File: src/rtl/rcfe_pkg.sv
// Package for the RC channel frame encoder.
// Holds frame constants, the sequencer state type and the CRC-8 byte update.
// No dependencies.
package rcfe_pkg;

  localparam int unsigned NUM_CHANNELS = 16;
  localparam int unsigned CH_IDX_W     = $clog2(NUM_CHANNELS);

  localparam logic [10:0] CH_MIN  = 11'd172;
  localparam logic [10:0] CH_MAX  = 11'd1811;
  localparam logic [10:0] CH_SPAN = 11'd1639;

  localparam logic [7:0] FRAME_SYNC   = 8'hC8;
  localparam logic [7:0] FRAME_LENGTH = 8'd24;
  localparam logic [7:0] FRAME_TYPE   = 8'h16;
  localparam logic [7:0] CRC_POLY     = 8'hD5;

  // Byte positions inside the 26-byte frame.
  localparam logic [4:0] IDX_SYNC      = 5'd0;
  localparam logic [4:0] IDX_LENGTH    = 5'd1;
  localparam logic [4:0] IDX_TYPE      = 5'd2;
  localparam logic [4:0] IDX_LAST_PACK = 5'd24;
  localparam logic [4:0] IDX_CRC       = 5'd25;

  typedef enum logic [1:0] {
    ST_IDLE,
    ST_SCALE,
    ST_EMIT
  } rcfe_state_e;

  // One byte through the CRC-8 register, MSB first, init handled by the caller.
  function automatic logic [7:0] crc_next(input logic [7:0] crc, input logic [7:0] data);
    logic [7:0] c;
    c = crc ^ data;
    for (int j = 0; j < 8; j++) begin
      if (c[7]) begin
        c = {c[6:0], 1'b0} ^ CRC_POLY;
      end else begin
        c = {c[6:0], 1'b0};
      end
    end
    return c;
  endfunction

endpackage

File: src/rtl/rcfe_scaler.sv
// Two-stage stick-to-channel scaler of the RC channel frame encoder.
// Multiplies by the channel span, then divides by 2^k-1 with one correction.
// Depends on rcfe_pkg.
module rcfe_scaler (
  input  logic        clk_i,
  input  logic        rst_ni,
  input  logic        start_i,
  input  logic [15:0] value_i,
  input  logic        throttle_i,
  output logic        done_o,
  output logic [10:0] result_o
);
  import rcfe_pkg::*;

  logic [26:0] prod_q, prod_d;
  logic        thr_q;
  logic        busy_q;
  logic        done_q;
  logic [10:0] result_q, result_d;

  logic [11:0] quot_raw;
  logic [16:0] rem_part;
  logic [16:0] rem_sum;
  logic [16:0] divisor;
  logic [11:0] quot;
  logic [11:0] chan_sum;

  assign prod_d = {11'd0, value_i} * {16'd0, CH_SPAN};

  // Division by 2^k-1: p = q*(2^k-1) + (q + p mod 2^k); the remainder stays
  // below twice the divisor, so one compare and increment finishes it.
  always_comb begin
    if (thr_q) begin
      quot_raw = prod_q[26:15];
      rem_part = {2'd0, prod_q[14:0]};
      divisor  = 17'd32767;
    end else begin
      quot_raw = {1'b0, prod_q[26:16]};
      rem_part = {1'b0, prod_q[15:0]};
      divisor  = 17'd65535;
    end
    rem_sum  = rem_part + {5'd0, quot_raw};
    quot     = (rem_sum >= divisor) ? quot_raw + 12'd1 : quot_raw;
    chan_sum = quot + {1'b0, CH_MIN};
    result_d = (chan_sum > {1'b0, CH_MAX}) ? CH_MAX : chan_sum[10:0];
  end

  always_ff @(posedge clk_i or negedge rst_ni) begin
    if (!rst_ni) begin
      busy_q <= 1'b0;
      done_q <= 1'b0;
    end else begin
      busy_q <= start_i;
      done_q <= busy_q;
    end
  end

  always_ff @(posedge clk_i) begin
    if (start_i) begin
      prod_q <= prod_d;
      thr_q  <= throttle_i;
    end
    if (busy_q) begin
      result_q <= result_d;
    end
  end

  assign done_o   = done_q;
  assign result_o = result_q;

endmodule

File: src/rtl/rc_channel_frame_encoder_top.sv
// Scaling steps: the product is registered on acceptance, then the divided and clamped
// result, then it goes to the channel store; only then is the next word taken. After the
// sixteenth the 26-byte frame leaves at one word per cycle while the output side is ready,
// no input is taken then, and its first byte is registered once the emit state is entered.
// Reset (rst_ni low, asynchronous) clears the mask, channel counter and all handshake state;
// the channel store is not cleared, since a frame is only built after all channels are written.
// Top level of the RC channel frame encoder. Depends on rcfe_pkg and rcfe_scaler.
module rc_channel_frame_encoder_top (
  input  logic        clk_i,
  input  logic        rst_ni,
  // Configuration: throttle_mask, one bit per channel.
  input  logic        cfg_we_i,
  input  logic [15:0] cfg_wdata_i,
  // Input words: stick_value [15:0], signed.
  input  logic        s_axis_tvalid_i,
  output logic        s_axis_tready_o,
  input  logic [15:0] s_axis_tdata_i,
  // Output words: frame_byte [7:0]; tlast carries last_byte.
  output logic        m_axis_tvalid_o,
  input  logic        m_axis_tready_i,
  output logic [7:0]  m_axis_tdata_o,
  output logic        m_axis_tlast_o
);
  import rcfe_pkg::*;

  rcfe_state_e state_q, state_d;

  logic [15:0]         mask_q;
  logic [CH_IDX_W-1:0] chan_q;
  logic [10:0]         store_q [NUM_CHANNELS];

  // Frame build state: byte position, packing accumulator and its fill, CRC.
  logic [4:0]          byte_idx_q;
  logic [18:0]         acc_q;
  logic [4:0]          nbits_q;
  logic [CH_IDX_W-1:0] rd_ch_q;
  logic [7:0]          crc_q;

  logic                out_valid_q;
  logic [7:0]          out_data_q;
  logic                out_last_q;

  logic                in_accept;
  logic                scale_start;
  logic                scale_done;
  logic [10:0]         scale_result;
  logic [15:0]         scale_operand;
  logic                chan_thr;
  logic                out_load;
  logic                emitting;

  logic                need_load;
  logic [18:0]         acc_ext;
  logic [4:0]          nbits_ext;
  logic [7:0]          next_byte;
  logic                feeds_crc;

  assign in_accept = s_axis_tvalid_i && s_axis_tready_o;
  assign chan_thr  = mask_q[chan_q];

  // Throttle mode clamps negatives to zero; bipolar mode offsets by half range.
  always_comb begin
    if (chan_thr) begin
      scale_operand = s_axis_tdata_i[15] ? 16'd0 : {1'b0, s_axis_tdata_i[14:0]};
    end else begin
      scale_operand = {~s_axis_tdata_i[15], s_axis_tdata_i[14:0]};
    end
  end

  rcfe_scaler u_scaler (
    .clk_i      (clk_i),
    .rst_ni     (rst_ni),
    .start_i    (scale_start),
    .value_i    (scale_operand),
    .throttle_i (chan_thr),
    .done_o     (scale_done),
    .result_o   (scale_result)
  );

  // Next-state logic of the sequencer.
  always_comb begin
    state_d = state_q;
    case (state_q)
      ST_IDLE: begin
        if (in_accept) begin
          state_d = ST_SCALE;
        end
      end
      ST_SCALE: begin
        if (scale_done) begin
          state_d = (chan_q == CH_IDX_W'(NUM_CHANNELS - 1)) ? ST_EMIT : ST_IDLE;
        end
      end
      ST_EMIT: begin
        if (out_load && byte_idx_q == IDX_CRC) begin
          state_d = ST_IDLE;
        end
      end
      default: state_d = ST_IDLE;
    endcase
  end

  // Outputs of the sequencer.
  always_comb begin
    s_axis_tready_o = 1'b0;
    emitting        = 1'b0;
    case (state_q)
      ST_IDLE:  s_axis_tready_o = 1'b1;
      ST_SCALE: s_axis_tready_o = 1'b0;
      ST_EMIT:  emitting        = 1'b1;
      default:  s_axis_tready_o = 1'b0;
    endcase
  end

  assign scale_start = in_accept;
  assign out_load    = emitting && (!out_valid_q || m_axis_tready_i);

  // Packing: when fewer than eight bits wait, the next channel joins above them.
  assign need_load = (nbits_q < 5'd8);
  assign acc_ext   = need_load ? (acc_q | ({8'd0, store_q[rd_ch_q]} << nbits_q)) : acc_q;
  assign nbits_ext = need_load ? nbits_q + 5'd11 : nbits_q;
  assign feeds_crc = (byte_idx_q >= IDX_TYPE) && (byte_idx_q <= IDX_LAST_PACK);

  always_comb begin
    case (byte_idx_q)
      IDX_SYNC:   next_byte = FRAME_SYNC;
      IDX_LENGTH: next_byte = FRAME_LENGTH;
      IDX_TYPE:   next_byte = FRAME_TYPE;
      IDX_CRC:    next_byte = crc_q;
      default:    next_byte = acc_ext[7:0];
    endcase
  end

  always_ff @(posedge clk_i or negedge rst_ni) begin
    if (!rst_ni) begin
      state_q     <= ST_IDLE;
      mask_q      <= 16'd0;
      chan_q      <= '0;
      byte_idx_q  <= 5'd0;
      acc_q       <= 19'd0;
      nbits_q     <= 5'd0;
      rd_ch_q     <= '0;
      crc_q       <= 8'd0;
      out_valid_q <= 1'b0;
    end else begin
      state_q <= state_d;
      if (cfg_we_i) begin
        mask_q <= cfg_wdata_i;
      end
      if (state_q == ST_SCALE && scale_done) begin
        chan_q     <= chan_q + 1'b1;
        byte_idx_q <= 5'd0;
        acc_q      <= 19'd0;
        nbits_q    <= 5'd0;
        rd_ch_q    <= '0;
        crc_q      <= 8'd0;
      end
      if (out_load) begin
        byte_idx_q <= byte_idx_q + 5'd1;
        if (feeds_crc) begin
          crc_q <= crc_next(crc_q, next_byte);
        end
        if (byte_idx_q > IDX_TYPE && byte_idx_q <= IDX_LAST_PACK) begin
          acc_q   <= acc_ext >> 8;
          nbits_q <= nbits_ext - 5'd8;
          if (need_load) begin
            rd_ch_q <= rd_ch_q + 1'b1;
          end
        end
      end
      if (out_load) begin
        out_valid_q <= 1'b1;
      end else if (m_axis_tready_i) begin
        out_valid_q <= 1'b0;
      end
    end
  end

  always_ff @(posedge clk_i) begin
    if (state_q == ST_SCALE && scale_done) begin
      store_q[chan_q] <= scale_result;
    end
    if (out_load) begin
      out_data_q <= next_byte;
      out_last_q <= (byte_idx_q == IDX_CRC);
    end
  end

  assign m_axis_tvalid_o = out_valid_q;
  assign m_axis_tdata_o  = out_data_q;
  assign m_axis_tlast_o  = out_last_q;

`ifndef ASSERT_OFF
  a_done_in_scale: assert property (@(posedge clk_i) disable iff (!rst_ni)
    scale_done |-> state_q == ST_SCALE)
    else $error("scaler finished outside the scale state");

  a_result_range: assert property (@(posedge clk_i) disable iff (!rst_ni)
    scale_done |-> (scale_result >= CH_MIN && scale_result <= CH_MAX))
    else $error("scaled channel value out of range");

  a_last_chan_emits: assert property (@(posedge clk_i) disable iff (!rst_ni)
    (state_q == ST_SCALE && scale_done && chan_q == CH_IDX_W'(NUM_CHANNELS - 1))
    |=> state_q == ST_EMIT)
    else $error("frame not started after the last channel");

  a_pack_drained: assert property (@(posedge clk_i) disable iff (!rst_ni)
    (out_load && byte_idx_q == IDX_CRC) |-> (nbits_q == 5'd0 && rd_ch_q == '0))
    else $error("channel bits left over at the CRC byte");

  a_no_input_while_emit: assert property (@(posedge clk_i) disable iff (!rst_ni)
    emitting |-> !s_axis_tready_o)
    else $error("input ready while a frame is emitted");
`endif

endmodule
File: config.mk
export PLATFORM = sky130hd
export DESIGN_NAME = rc_channel_frame_encoder_top
export DESIGN_NICKNAME = d
export VERILOG_FILES = /design/src/rtl/rcfe_pkg.sv /design/src/rtl/rcfe_scaler.sv /design/src/rtl/rc_channel_frame_encoder_top.sv
export SDC_FILE = /design/constraint.sdc
export NUM_CORES = 1
export LEC_CHECK = 0
export ABC_AREA = 0
export BUFFER_PORTS_ARGS = -buffer_cell sky130_fd_sc_hd__buf_2
export CAP_MARGIN = 0
export CORE_ASPECT_RATIO = 1.5
export CORE_MARGIN = 3
export CORE_UTILIZATION = 45
export CTS_BUF_LIST = sky130_fd_sc_hd__clkbuf_8
export DETAILED_ROUTE_END_ITERATION = 10
export SYNTH_ARGS = -nofsm -noshare
export SYNTH_HDL_FRONTEND = slang
export SYNTH_SLANG_ARGS = --single-unit
export TNS_END_PERCENT = 30
File: constraint.sdc
create_clock -name clk_i -period 17.57 [get_ports clk_i]
set_input_delay 1.757 -clock clk_i [delete_from_list [all_inputs] [get_ports clk_i]]
set_output_delay 1.757 -clock clk_i [all_outputs]
set_load 0.03 [all_outputs]
# [After elaboration in Yosys (flattened, before gate mapping)]
# Memory sizes are Yosys's and may differ from the RTL's.
# Cells that the tools add are included.
# W data, S select, Z words.
[classes] add_sub_neg=8 mul=1 n_div=0 magnitude_cmp=7 eq_ne=9 n_shift=1 muxes=59 n_bitwise=11 n_reduce_logical=13
[op_table] operator="$mux W8" n=25
[op_table] operator="$mux W19" n=4
[op_table] operator="$mux W16" n=3
[op_table] operator="$not A5 Y5" n=8
[op_table] operator="$pmux W8 S4" n=1
[op_table] operator="$mux W5" n=6
[op_table] operator="$mul A16 B11 Y27 const B" n=1
[op_table] operator="$mux W12" n=2
[op_table] operator="$or A19 B19 Y19" n=1
[op_table] operator="$shl A11 B5 Y19" n=1
[op_table] operator="$add A16 B12 Y17" n=1
[op_table] operator="$ge A17 B16 Y1" n=1
[op_table] operator="$mux W4" n=4
[op_table] operator="$mux W15" n=1
[op_table] operator="$add A12 B1 Y12 const B" n=1
[op_table] operator="$add A12 B8 Y12 const B" n=1
[op_table] operator="$gt A12 B11 Y1 const B" n=1
[op_table] operator="$add A4 B1 Y4 const B" n=2
[op_table] operator="$mux W2" n=4
[op_table] operator="$xor A8 B8 Y8" n=1
[op_table] operator="$mux W1" n=7
[op_table] operator="$logic_and A1 B1 Y1" n=6
[op_table] operator="$pmux W2 S3" n=1
[op_table] operator="$add A5 B1 Y5 const B" n=1
[op_table] operator="other kinds (23)" n=25
[totals] reg_bits=114 latch_bits=0 ram_bits=176 rom_bits=0 in_bits=37 out_inout_bits=11 wordCells=126 n_memories=1
[memory_table] memory="store_q" depth=16 width=11 rd=1 rd_ports_with_merged_regs=0 wr=1 line="rc_channel_frame_encoder_top.sv:30" source="logic [10:0] store_q [NUM_CHANNELS];"

# [Longest topological paths before layout]
# An unclocked memory read counts as a cell.
[depth] word_depth=38 ltp_mapped=27

# [By module]
# From an unflattened synthesis, not the netlist that was laid out.
[unflattened] hier_cells=1400 area_unflattened_um2=17725.8
[by_module_without_submodules] module="rc_channel_frame_encoder_top" instances=1 cells_per_inst=774 area_each_um2=11621.1 seq_area_each_um2=7156.9
[by_module_without_submodules] module="rcfe_scaler" instances=1 cells_per_inst=626 area_each_um2=6104.6 seq_area_each_um2=1221.2

# [Least setup slack after synthesis]
# No wires, ideal clock.
[synth_path] path_kind="in2reg" start="in s_axis_tdata_i[15]" end="reg u_scaler.prod_q[24] (data pin)" setup_ps=258 t_arrival_ps=6632 setup_slack_ps=10680 cell_stages=21 n_path_buf=1 path_cell_list="nand2_1 -> clkbuf_1 -> and2_1 -> ha_1 -> inv_1 -> fa_1 -> inv_1 -> fa_1 -> fa_1 -> fa_1 -> ha_1 -> or2_2 -> a21oi_1 -> a31oi_1 -> a41oi_1 -> a211oi_1 -> a41o_1 -> o21ai_0 -> nand2b_1 -> a21oi_1 -> xnor2_1"
[synth_via] elab_chain_len=3 elab_cells_between_ends=4 cone_classes="mul: 1; mux: 2; bitwise: 1"
[synth_lines] element="from (decl)" line="rc_channel_frame_encoder_top.sv:17" source="input logic [15:0] s_axis_tdata_i,"
[synth_lines] element="$mux W15 or $not A1 Y1 (tied branches)" line="rc_channel_frame_encoder_top.sv:64, rc_channel_frame_encoder_top.sv:66"
[synth_lines] element="$mux W16 *" line="rc_channel_frame_encoder_top.sv:63" source="if (chan_thr) begin"
[synth_lines] element="$mul A16 B11 Y27 *" line="rcfe_scaler.sv:28" source="assign prod_d = {11'd0, value_i} * {16'd0, CH_SPAN};"
[synth_lines] element="named net u_scaler.prod_d[24]" line="rcfe_scaler.sv:15" source="logic [26:0] prod_q, prod_d;"
[synth_lines] element="to (signal assigned)" line="rcfe_scaler.sv:60" source="prod_q <= prod_d;"
[synth_lines] element="to (decl)" line="rcfe_scaler.sv:15"
# Mark *: on every way through the listed nets, which the timed path passes. The rest lies on a longest branch.
# A chain may end at the register's enable or synchronous reset.

# [Worst setup path in the final report]
[layout_path] start="reg chan_q[0]" end="reg u_scaler.prod_q[24] (data pin)"
[layout_via] elab_chain_len=4
[layout_lines] element="from (decl)" line="rc_channel_frame_encoder_top.sv:29" source="logic [CH_IDX_W-1:0] chan_q;"
[layout_lines] element="from (signal assigned)" line="rc_channel_frame_encoder_top.sv:151" source="chan_q <= chan_q + 1'b1;"
[layout_lines] element="$bmux W1 S4" line="rc_channel_frame_encoder_top.sv:59" source="assign chan_thr = mask_q[chan_q];"
[layout_lines] element="$mux W1 (implied by the code)" line="rc_channel_frame_encoder_top.sv:59"
[layout_lines] element="named net chan_thr" line="rc_channel_frame_encoder_top.sv:48" source="logic chan_thr;"
[layout_lines] element="$mux W16" line="rc_channel_frame_encoder_top.sv:63"
[layout_lines] element="$mul A16 B11 Y27" line="rcfe_scaler.sv:28"
[layout_lines] element="named net u_scaler.prod_d[24]" line="rcfe_scaler.sv:15"
# The timed path passes the listed nets, and every way through them passes these cells. The select of a mux whose other input is x is not followed.

==> key figures <==
STA
  – Fmax: 135 MHz
  – Worst slew pin tran: 1050 ps
  – Unrepaired setup endpoints after global routing: no
  – Slew Limit Headroom: 29.7%
  – Skew final: roughly 41 ps
  – Final hold violations: 0
  – Final setup fails: 0
  – Total negative slack: 0 ps
  – Fin. max-slew vios: 0
  – Clock period minus worst slack: ~7400 ps
  – Min Hold Slack: 462 ps
  – Final period utilization: 42.1%

Finish
  – Layout cells sized above 1: 15.4%
  – Filler cells: 3282
  – Storage cell area: 8380 um2
  – Post-route cell area: 18500 um2
  – Inserted Diodes: 0
  – Nets@finish: 1593
  – Final Non-Filler Cells: approximately 1900
  – Multi-input gate area: 7840 um2
  – Area Overhead vs Synth: 9.84%

Synthesis
  – Synth area leader: edfxtp_1
  – Seq/Total Area, Yosys: 49.8%
  – Yosys cell types: 76
  – Main area contributors after synthesis: edfxtp_1 (40%), dfrtp_1 (9.8%), ha_1 (8.2%)
  – Synthesis Warnings: 0
  – Post-Syn Nets: between 1500 and 2000
  – Top post-synthesis cells by count: edfxtp_1 (224), inv_1 (121), ha_1 (110)
  – Post-Synthesis Cells: 1318
  – Primary FF master, synth: edfxtp_1
  – Number of flops mapped to enable cells by yosys: about 220
  – Post-synthesis async set-or-reset flop share: 22.8%
  – Post-Syn Area per Cell: 12.8 um2
  – Synthesized area: approximately 17000 um2
  – FF+latch count, synth: 290
  – Yosys top cell area share: between 30% and 40%
  – Cell with the most instances after synthesis: edfxtp_1

Route
  – Avg WL per Cell: between 15 and 20 um
  – Drt pass-1 iters: 5
  – DR DRC count: 0
  – Starting DRT DRC Count: 508
  – Routed WL: 36700 um
  – Antenna Nets Post-Route: 0
  – DR vias: 10341
  – Vias per cell: 5.44

Placement
  – GPL Wtd Cong: 0.853
  – Placed inst area: 17600 um2
  – Post-detail-place hpwl: 27000 um
  – DP Cell Count: between 1500 and 2000
  – Port Buffer Count: 47

GRT
  – Number of global-route vias before repair: 11043
  – Largest net degree at the start of global routing: 67
  – GR Overflow Total: 0
  – Antenna violations before repair: 0
  – First-pass GRT wire length: 58700 um
  – Overall Global Routing Usage: 19.0%

CTS
  – # H-tree levels: 2
  – Clk sinks: 290
  – # hold bufs at CTS: 0
  – TritonCTS clock tree: built
  – Post-CTS setup buffers: 0
  – CTS root buf: clkbuf_8
  – Clock Path Buffers: 3
  – Worst-skew pair later-pin latency: 580 ps
  – Post-CTS sizing: 0
  – Clock transition at path regs: 60 ps
  – Cts bufs inserted: 45

Worst setup path
  – Reg2Reg Depth: 22
  – Critical path endpoint category: flop
  – Cell count along the critical path: 22
  – WP data required: 17860 ps
  – Crit path from: chan_q[0]
  – Crit path max-delay family: adder cells
  – Worst Path Class, Setup: flop to flop
  – FF-to-FF End: u_scaler.prod_q[24]
  – CP endpoint: u_scaler.prod_q[24]
  – Most numerous cell on the critical path: fa_1
  – Worst Path Arrival: 7680 ps
  – Reg-to-Reg Start: chan_q[0]
  – CP startpoint kind: flop
  – Crit path max fanout: 15
  – CP max stage delay: 590 ps
  – CP max stage cell: mux4_2
  – Reg2reg setup slack: 10180 ps
  – CP Buf/Inv Count: 2
  – Crit-path cells: mux4_2 > mux4_2 > nand2_1 > and2_1 > ha_1 > inv_1 > fa_1 > fa_1 > inv_1 > fa_1 > fa_1 > ha_1 > and3_1 > o311ai_0 > a31oi_1 > a41oi_1 > a211oi_1 > a41o_1 > o21ai_0 > nand2b_1 > a21oi_1 > xnor2_1

Floorplanning
  – Starting Density: 45.7%
  – Die X: 164 um
  – Die area: approximately 40000 um2
  – Die Y: 243 um
  – Boundary pin count: 48
  – Core region area: 36800 um2
  – Floorplan row count: 86

Run status
  – Status: completed

Min path
  – Hold Crit Class: flop to flop

Run
  – Max-cap check violation count: 0
flip-flops by register name, indices dropped and copies added, names as in the netlist:
signal	flops
u_scaler.prod_q	27
store_q	176
chan_q	4
state_q	2
m_axis_tdata_o	8
u_scaler.done_o	1
u_scaler.thr_q	1
crc_q	8
byte_idx_q	5
mask_q	16
m_axis_tlast_o	1
nbits_q	5
u_scaler.busy_q	1
acc_q	19
u_scaler.result_o	11
m_axis_tvalid_o	1
rd_ch_q	4
worst min-delay path, delay by kind of cell (launching register included):
| family | cells | cell delay [ps] |
|---|---|---|
| AND/OR/NAND/NOR | 2 | 100 |
| flip-flops | 1 | 340 |
cell type report:
class / count / share of cell area, %
Clock buffer: 49 / 3.65
Clock inverter: 30 / 0.948
Inverter: 124 / 2.52
Multi-Input combinational cell: 862 / 42.4
Sequential cell: 290 / 45.3
Tap cell: 484 / 3.28
Timing Repair Buffer: 62 / 1.88
cell usage in the layout (no fill, tap or decap), drive strengths merged, types with 4 or more instances in the layout:
cell    instances
xor2           16
fa             61
buf            62
or3             5
xnor2          48
nand3          35
nor3           26
nand2          80
and3           19
dfrtp          66
a21boi          5
a221oi          8
ha            110
a211oi         15
o211ai          4
nand2b         13
o21ai          66
mux2i          43
a31oi           9
nor2           64
nand4           4
o22ai           4
o21a            6
mux4           45
clkinv         12
a21o           11
a22oi           9
or2             8
edfxtp        224
and2           18
a21oi          50
nor2b          14
clkbuf         49
inv           139
mux2           22
cells by family (layout without fill, tap and decap cells):
logic type               count (synthesis)  count (layout)  share of synthesized area, %
AO/OA/AOI/OAI                          218             218                          8.47
AND/OR/NAND/NOR                        296             296                          8.53
multiplexers                           110             110                          10.1
buffers and inverters                  166             265                          3.88
XOR/XNOR                                67              67                          3.83
adder cells (fa/ha/maj)                171             171                          15.4
flip-flops                             290             290                          49.8
per-layer routing:
layer	GRT usage, %	vias up	wire length, um
li1	-	4951	-
met1	19.4	5119	12900
met2	37.8	189	21300
met3	2.10	82	1000
met4	8.07	0	1550
met5	0	-	0
how the worst min path moves through the flow:
stage / slack (ps) / endpoint / start / cells after the start
floorplan: 430 / acc_q[10] / acc_q[18] / 2
global placement: 450 / acc_q[10] / acc_q[18] / 2
detailed placement: 450 / acc_q[10] / acc_q[18] / 2
CTS: 470 / acc_q[10] / acc_q[18] / 2
global route: 510 / acc_q[10] / acc_q[18] / 2
finish: 460 / acc_q[10] / acc_q[18] / 2
through the flow:
| step | worst slack, ps | utilization, % |
|---|---|---|
| 2_1_floorplan | 10680 | - |
| 3_3_place_gp | 10110 | 47.9 |
| 3_5_place_dp | 10000 | 47.9 |
| 4_1_cts | 10080 | 50.2 |
| 5_1_grt | 9530 | 50.2 |
| 6_report | 10180 | 50.2 |
Power is left out: the tool's default activity adds up to more than one toggle a clock period on the data nets, which glitch-free logic cannot reach.
